===== config.mk =====
export PLATFORM = sky130hd
export DESIGN_NAME = double_ended_priority_queue
export DESIGN_NICKNAME = d
export VERILOG_FILES = /design/src/rtl/dep_pkg.sv /design/src/rtl/dep_cell.sv /design/src/rtl/double_ended_priority_queue.sv
export SDC_FILE = /design/constraint.sdc
export NUM_CORES = 2
export LEC_CHECK = 0
export BUFFER_PORTS_ARGS = -buffer_cell sky130_fd_sc_hd__buf_2
export CAP_MARGIN = 30
export CORE_MARGIN = 2
export CORE_UTILIZATION = 47
export CTS_BUF_LIST = sky130_fd_sc_hd__clkbuf_4 sky130_fd_sc_hd__clkbuf_8
export DETAILED_ROUTE_END_ITERATION = 10
export HOLD_SLACK_MARGIN = 0.05
export SLEW_MARGIN = 15
export SYNTH_ARGS = -nofsm -noshare
export SYNTH_HDL_FRONTEND = slang
export SYNTH_SLANG_ARGS = --single-unit

===== constraint.sdc =====
create_clock -name clock -period 21.8 [get_ports clock]
set_input_delay 4.36 -clock clock [delete_from_list [all_inputs] [get_ports clock]]
set_output_delay 4.36 -clock clock [all_outputs]
set_load 0.01 [all_outputs]

===== src/rtl/dep_pkg.sv =====
// Shared types and constants for the double-ended priority queue.
// No dependencies; imported by every module of the block.
package dep_pkg;

   localparam int CAPACITY = 16;
   localparam int CNT_W    = $clog2(CAPACITY + 1);
   localparam int IDX_W    = $clog2(CAPACITY);

   // Request opcodes
   localparam logic [1:0] MODE_INSERT     = 2'd0;
   localparam logic [1:0] MODE_REMOVE_MIN = 2'd1;
   localparam logic [1:0] MODE_REMOVE_MAX = 2'd2;

   // Response status codes
   localparam logic [1:0] STATUS_DONE  = 2'd0;
   localparam logic [1:0] STATUS_FULL  = 2'd1;
   localparam logic [1:0] STATUS_EMPTY = 2'd2;

   typedef struct packed {
      logic signed [31:0] prio;
      logic [31:0]        pay;
   } entry_type;

   // Per-cell control from the top level
   typedef struct packed {
      logic insert;      // insert transaction, queue not full
      logic pop_head;    // remove-max, queue not empty
      logic occupied;    // cell index below the count
      logic first_free;  // cell index equal to the count
   } cell_ctl_type;

endpackage


===== src/rtl/dep_cell.sv =====
// One slot of the sorted cell chain: holds an entry, shifts toward
// the tail on insert, toward the head on remove-max. Uses dep_pkg.
module dep_cell (
   input  logic                 clock,
   input  dep_pkg::cell_ctl_type ctl,
   input  dep_pkg::entry_type    new_entry,
   input  dep_pkg::entry_type    left_entry,
   input  dep_pkg::entry_type    right_entry,
   input  logic                 left_after,
   output logic                 after,
   output dep_pkg::entry_type    entry
);
   import dep_pkg::*;

   entry_type entry_ff;
   entry_type entry_in;
   logic      le;

   // Stored priority at or below the new one: new entry goes in front.
   assign le    = (entry_ff.prio <= new_entry.prio);
   assign after = ctl.occupied ? le : ctl.first_free;
   assign entry = entry_ff;

   always_comb begin
      entry_in = entry_ff;
      if (ctl.insert) begin
         if (left_after) begin
            entry_in = left_entry;
         end else if (after) begin
            entry_in = new_entry;
         end
      end else if (ctl.pop_head) begin
         entry_in = right_entry;
      end
   end

   always_ff @(posedge clock) begin
      entry_ff <= entry_in;
   end

endmodule


===== src/rtl/double_ended_priority_queue.sv =====
// Double-ended priority queue: a row of CAPACITY cells sorted highest first.
// Timing: the cells update at the edge that accepts the request transaction;
// the response register is then loaded from the held state when not stalled.
// No request is taken while one is pending; the tail cell is read through one
// selector before the update (remove-min) and after it (bottom of the result).
// Reset: synchronous; clears the count and handshake state. Cell contents are
// not cleared; cells at or beyond the count are never shown.
module double_ended_priority_queue (
   input  logic               clock,
   input  logic               reset,
   // request channel
   input  logic               req_valid,
   output logic               req_stall,
   input  logic [1:0]         req_mode,
   input  logic signed [31:0] req_new_priority,
   input  logic [31:0]        req_new_payload,
   // response channel
   output logic               rsp_valid,
   input  logic               rsp_stall,
   output logic [1:0]         rsp_status,
   output logic               rsp_removed_valid,
   output logic signed [31:0] rsp_removed_priority,
   output logic [31:0]        rsp_removed_payload,
   output logic [4:0]         rsp_entry_count,
   output logic signed [31:0] rsp_top_priority,
   output logic [31:0]        rsp_top_payload,
   output logic signed [31:0] rsp_bottom_priority,
   output logic [31:0]        rsp_bottom_payload
);
   import dep_pkg::*;

   // ---------------------------------------------------------------------
   // Control state
   // ---------------------------------------------------------------------
   logic [CNT_W-1:0] count_ff, count_in;
   logic             pending_ff, pending_in;   // update done, response not yet formed
   logic             rsp_valid_ff, rsp_valid_in;

   // Held between the update cycle and the response cycle
   logic [1:0]       stat_ff, stat_in;
   logic             rem_valid_ff, rem_valid_in;
   entry_type        rem_ff, rem_in;

   // Response register
   logic [1:0]       rsp_stat_ff;
   logic             rsp_rem_valid_ff;
   entry_type        rsp_rem_ff;
   logic [4:0]       rsp_count_ff;
   entry_type        rsp_top_ff, rsp_bot_ff;

   logic             accept;
   logic             out_free;
   logic             form_rsp;
   logic             full;
   logic             empty;
   logic             do_insert;
   logic             do_pop_head;
   logic [IDX_W-1:0] bottom_idx;
   entry_type        bottom_entry;
   entry_type        new_entry;

   // ---------------------------------------------------------------------
   // Cell chain
   // ---------------------------------------------------------------------
   entry_type    cell_q   [CAPACITY];
   logic         after_q  [CAPACITY];
   cell_ctl_type ctl_q    [CAPACITY];

   assign new_entry.prio = req_new_priority;
   assign new_entry.pay  = req_new_payload;

   for (genvar g = 0; g < CAPACITY; g++) begin : g_cell
      assign ctl_q[g].insert     = do_insert;
      assign ctl_q[g].pop_head   = do_pop_head;
      assign ctl_q[g].occupied   = (CNT_W'(g) < count_ff);
      assign ctl_q[g].first_free = (CNT_W'(g) == count_ff);

      if (g == 0) begin : g_head
         if (CAPACITY > 1) begin : g_mid
            dep_cell u_cell (
               .clock       (clock),
               .ctl         (ctl_q[g]),
               .new_entry   (new_entry),
               .left_entry  (new_entry),
               .right_entry (cell_q[g+1]),
               .left_after  (1'b0),
               .after       (after_q[g]),
               .entry       (cell_q[g])
            );
         end
      end else if (g == CAPACITY - 1) begin : g_tail
         // tail refill on a pop is never read: the count drops past it
         dep_cell u_cell (
            .clock       (clock),
            .ctl         (ctl_q[g]),
            .new_entry   (new_entry),
            .left_entry  (cell_q[g-1]),
            .right_entry (cell_q[g]),
            .left_after  (after_q[g-1]),
            .after       (after_q[g]),
            .entry       (cell_q[g])
         );
      end else begin : g_body
         dep_cell u_cell (
            .clock       (clock),
            .ctl         (ctl_q[g]),
            .new_entry   (new_entry),
            .left_entry  (cell_q[g-1]),
            .right_entry (cell_q[g+1]),
            .left_after  (after_q[g-1]),
            .after       (after_q[g]),
            .entry       (cell_q[g])
         );
      end
   end

   // ---------------------------------------------------------------------
   // Handshake
   // ---------------------------------------------------------------------
   assign req_stall = pending_ff;
   assign accept    = req_valid && !req_stall;
   assign out_free  = !rsp_valid_ff || !rsp_stall;
   assign form_rsp  = pending_ff && out_free;

   assign full  = (count_ff == CNT_W'(CAPACITY));
   assign empty = (count_ff == '0);

   // Tail cell select; wraps when empty, result masked below
   assign bottom_idx   = IDX_W'(count_ff - 1'b1);
   assign bottom_entry = cell_q[bottom_idx];

   // ---------------------------------------------------------------------
   // Update cycle: cells shift, count moves, removed entry captured
   // ---------------------------------------------------------------------
   always_comb begin
      do_insert    = 1'b0;
      do_pop_head  = 1'b0;
      count_in     = count_ff;
      stat_in      = stat_ff;
      rem_valid_in = rem_valid_ff;
      rem_in       = rem_ff;
      if (accept) begin
         stat_in      = STATUS_DONE;
         rem_valid_in = 1'b0;
         rem_in       = '0;
         case (req_mode)
            MODE_INSERT: begin
               if (full) begin
                  stat_in = STATUS_FULL;
               end else begin
                  do_insert = 1'b1;
                  count_in  = count_ff + 1'b1;
               end
            end
            MODE_REMOVE_MIN: begin
               if (empty) begin
                  stat_in = STATUS_EMPTY;
               end else begin
                  rem_valid_in = 1'b1;
                  rem_in       = bottom_entry;
                  count_in     = count_ff - 1'b1;
               end
            end
            MODE_REMOVE_MAX: begin
               if (empty) begin
                  stat_in = STATUS_EMPTY;
               end else begin
                  rem_valid_in = 1'b1;
                  rem_in       = cell_q[0];
                  do_pop_head  = 1'b1;
                  count_in     = count_ff - 1'b1;
               end
            end
            default: begin
               // unused opcode: no-op transaction
            end
         endcase
      end
   end

   // pending / response valid sequencing
   always_comb begin
      pending_in   = pending_ff;
      rsp_valid_in = rsp_valid_ff;
      if (rsp_valid_ff && !rsp_stall) begin
         rsp_valid_in = 1'b0;
      end
      if (form_rsp) begin
         pending_in   = 1'b0;
         rsp_valid_in = 1'b1;
      end
      if (accept) begin
         pending_in = 1'b1;
      end
   end

   always_ff @(posedge clock) begin
      if (reset) begin
         count_ff     <= '0;
         pending_ff   <= 1'b0;
         rsp_valid_ff <= 1'b0;
      end else begin
         count_ff     <= count_in;
         pending_ff   <= pending_in;
         rsp_valid_ff <= rsp_valid_in;
      end
   end

   // Datapath registers, no reset
   always_ff @(posedge clock) begin
      stat_ff      <= stat_in;
      rem_valid_ff <= rem_valid_in;
      rem_ff       <= rem_in;
      if (form_rsp) begin
         rsp_stat_ff      <= stat_ff;
         rsp_rem_valid_ff <= rem_valid_ff;
         rsp_rem_ff       <= rem_ff;
         rsp_count_ff     <= 5'(count_ff);
         rsp_top_ff       <= empty ? '0 : cell_q[0];
         rsp_bot_ff       <= empty ? '0 : bottom_entry;
      end
   end

   // ---------------------------------------------------------------------
   // Outputs
   // ---------------------------------------------------------------------
   assign rsp_valid            = rsp_valid_ff;
   assign rsp_status           = rsp_stat_ff;
   assign rsp_removed_valid    = rsp_rem_valid_ff;
   assign rsp_removed_priority = rsp_rem_ff.prio;
   assign rsp_removed_payload  = rsp_rem_ff.pay;
   assign rsp_entry_count      = rsp_count_ff;
   assign rsp_top_priority     = rsp_top_ff.prio;
   assign rsp_top_payload      = rsp_top_ff.pay;
   assign rsp_bottom_priority  = rsp_bot_ff.prio;
   assign rsp_bottom_payload   = rsp_bot_ff.pay;

endmodule


Word-level counts from Yosys, hierarchy flattened. Index checks and enable logic that the tools add are counted.

$add $sub $neg: 2. Magnitude comparators: 33. Eq/ne operators: 35. Mux-type cells: 99. Bitwise operators: 1. Reductions and logical operators: 32.

Operators with widths (number): $mux 64 (65); $le 32x32->1 (16); $bmux 64 s4 (1); $pmux 64 s2 (1); $ne 3x1->1 const B (14); $eq 4x5->1 const A (8); $lt 4x5->1 const A (8); $reduce_and 2->1 (16); $mux 1 (27); $eq 3x5->1 const A (4); $lt 3x5->1 const A (4); $eq 2x5->1 const A (2); $lt 1x5->1 const A (2); $lt 2x5->1 const A (2); $mux 5 (2); $pmux 5 s2 (1); $reduce_bool 2->1 (5); $add 5x1->5 const B (1); $eq 1x5->1 const A (1); $eq 5x5->1 const B (1); $ge 5x5->1 const B (1); $logic_not 5->1 (1); $not 4->5 (1); $sub 5x1->5 const B (1); 12 further kinds (17).

Flip-flop bits (word level): 1298. Output and inout bits: 202. Word-level logic and storage cells: 250.

Logic depth before layout (Yosys ltp).
Depth in word-level cells: 7. Gate-level depth with buffers: 13.

By module. Synthesis repeated with hierarchy kept, for this count alone.

Cell total of the unflattened synthesis: 7664. Area total of the unflattened synthesis: 83702.8 um2.

Modules (own cells, without submodules): dep_cell at g_cell[0].g_head.g_mid.u_cell ... (times used 15, cells each 400, area an instance 4057.6 um2, sequential area each 1921.8 um2); double_ended_priority_queue (times used 1, cells each 1267, area an instance 18768.0 um2, sequential area each 8157.8 um2); dep_cell at g_cell[9].g_body.u_cell (times used 1, cells each 397, area an instance 4070.2 um2, sequential area each 1921.8 um2).

Worst setup path after synthesis. Ideal clock, no wire load.

Kind: input -> register. Start point: input port rsp_stall. End point: register rsp_bot_ff (netlist bit rsp_bottom_payload[0]) (enable). Arrival time: 18823 ps. Data required time: 20734 ps. Setup slack: 1912 ps. Stages: 1. Path buffers: 0. Cell sequence: a21boi_0.

Cells in the longest elaborated chain, start to end: 3.

Ends and longest elaborated chain: from (decl) (line double_ended_priority_queue.sv:19) `input logic rsp_stall,`; $logic_not 1->1 (line double_ended_priority_queue.sv:122) `assign out_free = !rsp_valid_ff || !rsp_stall;`; $logic_or 1x1->1 (line double_ended_priority_queue.sv:122); $logic_and 1x1->1 (line double_ended_priority_queue.sv:123) `assign form_rsp = pending_ff && out_free;`; to (signal assigned) (line double_ended_priority_queue.sv:220) `rsp_bot_ff <= empty ? '0 : bottom_entry;`; to (decl) (line double_ended_priority_queue.sv:49) `entry_type rsp_top_ff, rsp_bot_ff;`.

No other way between the ends. A chain may end at the register's enable or synchronous reset.

Worst setup path in the final report.
Start point: input port req_new_priority[9]. End point: register g_cell[14].g_body.u_cell.entry_ff (netlist bit g_cell[14].g_body.u_cell.entry[48]) (enable).

Cells in the longest elaborated chain, start to end: 4. Elaborated cells between the ends (all ways): 6. Classes of those cells: 2 x order compare; 1 x eq/ne; 2 x mux; 1 x reduce/logical.

Ends and longest elaborated chain: from (decl) (line double_ended_priority_queue.sv:15) `input logic signed [31:0] req_new_priority,`; $le 32x32->1 (line dep_cell.sv:20) `assign le = (entry_ff.prio <= new_entry.prio);`; $mux 1 (line dep_cell.sv:21) `assign after = ctl.occupied ? le : ctl.first_free;`; $ne 3x1->1 (no line) (*); $reduce_and 2->1 (no line) (*); to (signal assigned) (line dep_cell.sv:38) `entry_ff <= entry_in;`; to (decl) (line dep_cell.sv:15) `entry_type entry_ff;`.

Every way passes the cells marked *; elsewhere a longest branch is shown, timed or not.

==> impl_metrics.toml <==
[grt]
largest_net_degree_at_the_start_of_global_routing = 287
grt_overflow_total = 0
antenna_violations_before_repair = 16
first_global_vias = 61000
grt_use_total_pct = 34.8
first_pass_grt_wire_length_um = 444000

[synthesis]
yosys.area.top_type_share_pct = 48.0
syn-num-nets = 7752
post_synth_edffs = 1291
synth.top_cells.by_area = "edfxtp_1 (48%), ha_1 (8.1%), mux2i_1 (7.8%)"
synth-main-ff-cell = "edfxtp_1"
postSynthRegisterBits = 1298
synth_top_area_cell = "edfxtp_1"
synth-async-reset-ratio_pct = 0
synth_area_per_cell_um2 = 11.3
synth_seq_area_share_pct = 48.2
synthCells = 7161
number_of_distinct_standard_cells_referenced_by_the_synthesized_netlist = 71
synthesis.area_mm2 = 0.0808
synthesis.yosys.warnings = 0

[worst_hold_path]
hold_path.class = "reg -> reg"
worst_hold_startpoint = "rem_ff[36]$_DFFE_PP_"

[setup_path]
crit_fanout = 29
criticalPathCategory = "in -> reg"
start_kind = "primary input"
timing.critical_path.to_type = "flip-flop"
worstPathArrival_ns = 10.07
timing.critical_path.from = "req_new_priority[9]"
worstReg2RegStart = "g_cell[5].g_body.u_cell.entry[63]$_DFFE_PP_"
crit_required_ns = 22.43

[cells_and_area]
utilization_pct = 52.1
ratio_of_cells_with_drive_above_1_in_the_final_layout_pct = 15.1
area.growth.synth_to_final_pct = 10.5
finish.instance_area_mm2 = 0.0892
num-nets-final = 7816
layout.cells.most_common_list = "edfxtp_1 (1,291), nand2_1 (1,107), mux2i_1 (633)"
layout.cells.most_common = "edfxtp_1"

[die]
floorplan.core_area_mm2 = 0.171
design.portCount = 272
die_area_mm2 = 0.175
placement_rows = 152
dieHeight_um = 419
floorplan.initialDensity_pct = 47.2
die_width_um = 419

[sta]
setup_violations = 0
worst_slew_pin_slew_ns = 1.36
share_of_the_clock_period_used_by_the_worst_path_pct = 43.3
skew_ns = 0.0670
clock.fmax_ghz = 0.106
fin_setup_tns_ns = 0
post-route-min-period_ns = 9.44
setup_repair_after_global_routing_missed_its_margin = "no"
final_hold_viol_count = 0
slew_headroom_pct = 9.65
report.final.slew_viol_count = 0

[placement]
placedInstanceArea_mm2 = 0.0843
gp_routability_congestion = 1.01
place.detailed.hpwl_um = 201000
place.port_buffers = 271

[power_and_ir_drop]
worst_ir_drop_vdd_mv = 0.0772
leakage_nw = 36.0
pwr_density_cell_mw_per_mm2 = 87.5
post-layout-total-power_mw = 7.81

[clocking]
clock_tree_from_tritoncts = "built"
numClockSinks = 1298
cts_buffer_depth = 3
cts.hold.buffers_added = 0
cts-buffers-inserted = 229
post_cts_resized = 0
clk-insertion-delay-late_ns = 1.06
clk_root_buffer_cell = "clkbuf_8"
cts.repair_timing.setup_buffer_count = 0
ctsHtreeMaxLevel = 4
clk_pin_slew_ns = 0.06

[routing]
routed_wire_length_per_instance_um = 32.2
num_vias = 64500
detailedRoute.firstIterationViolations = 9000
totalWireLength_um = 311000
avg_vias_per_cell = 6.67
detail_route.first_pass.iterations = 8
remaining_drc_errors = 0
antenna_violating_nets_left = 0

[flow_run]
drv.max_cap_violation_count = 0

[status]
outcome = "finished, final reports clean"
==> critical path, stage by stage <==
cell	delay [ns]
buf_2	0.18
inv_1	0.56
ha_1	0.37
a21o_1	0.19
a21o_1	0.17
a2111oi_0	0.54
a2111oi_2	0.12
nor3_1	0.63
a32oi_4	0.21
buf_4	0.28
buf_16	0.23
a31oi_4	0.72
buf_4	0.66
buf_4	0.67
==> cell type report <==
type	count	area, µm²
fillers	15100	81900
multi-input cells	5205	39600
flip-flops and latches	1298	38900
clock buffers	301	3710
repair buffers	412	2870
well taps	2233	2790
clock inverters	120	1010
inverters	79	297
diodes	14	35.0
==> report_power, final <==
| group | internal (mW) | leakage (nW) | total [mW] | switching (mW) |
|---|---|---|---|---|
| registers | 3.02 | 12.0 | 3.18 | 0.163 |
| logic | 0.751 | 21.5 | 2.21 | 1.46 |
| clock network | 1.27 | 2.50 | 2.42 | 1.15 |
| total | 5.03 | 36.0 | 7.81 | 2.78 |
==> metal layers <==
metal / GRT usage (%) / up-vias / routed length (µm)
met5: 0 / - / 21
met4: 16.8 / 4 / 16200
met3: 6.73 / 765 / 30100
met2: 53.0 / 3856 / 139000
met1: 47.8 / 32200 / 125000
li1: - / 27700 / -
==> cell usage after synthesis (7+ instances only) <==
cell / number
ha_1: 521
a211oi_1: 139
inv_1: 79
mux2_1: 41
a31oi_1: 88
mux2_2: 23
buf_2: 110
o211ai_1: 289
a2111o_1: 7
nand4_1: 118
buf_4: 45
o21a_1: 12
nand2_1: 1109
nor3_1: 26
nor2b_1: 161
buf_6: 9
nand2b_1: 10
clkbuf_1: 397
edfxtp_1: 1291
or4_1: 13
a221oi_1: 10
and2_1: 66
o21ai_0: 457
a21oi_1: 342
a22oi_1: 66
mux2i_1: 633
nor2_1: 178
o311ai_1: 12
a21o_1: 78
dfxtp_1: 7
o21bai_1: 64
o21ai_1: 174
o31a_1: 8
nand3_1: 227
buf_1: 18
nor4_1: 13
mux4_2: 256
==> logic make-up (layout without fill, tap and decap cells) <==
group / count (synthesis) / count (layout) / share of synthesized area [%]
fa+ha+maj: 521 / 521 / 8.07
compound gates: 1777 / 1777 / 13.5
xor+xnor: 6 / 6 / 0.0650
mux: 953 / 953 / 15.9
flops: 1298 / 1298 / 48.2
other cells: 0 / 14 / 0
buf+inv: 658 / 912 / 3.52
simple gates: 1948 / 1948 / 10.8
==> path summary, 6_finish.rpt <==
| check | slack, ns | to | depth (start not counted) |
|---|---|---|---|
| worst max-delay path | 12.36 | g_cell[14].g_body.u_cell.entry[48]$_DFFE_PP_ | 14 |
| worst min-delay path | 0.41 | rsp_removed_priority[4]$_DFFE_PP_ | 0 |
| worst max register to register | 15.88 | g_cell[5].g_body.u_cell.entry[7]$_DFFE_PP_ | 10 |
| worst min register to register | 0.41 | rsp_removed_priority[4]$_DFFE_PP_ | 0 |
==> metrics by stage <==
step	hold WS (ns)	instances	setup slack (ns)
detailed placement	0.405	9217	11.47
global placement	0.400	9201	11.31
global route	0.402	9654	12.37
CTS	0.406	9638	12.57
floorplan	0.400	7161	1.91
finish	0.406	9662	12.36
==> flip-flops by register name, indices dropped and copies added (netlist names), 64 cells and up <==
signal	flops
g_cell.g_tail.u_cell.entry	64
rem_ff	64
g_cell.g_body.u_cell.entry	896
g_cell.g_head.g_mid.u_cell.entry	64
No activity file was read; power rests on OpenSTA's default activity.
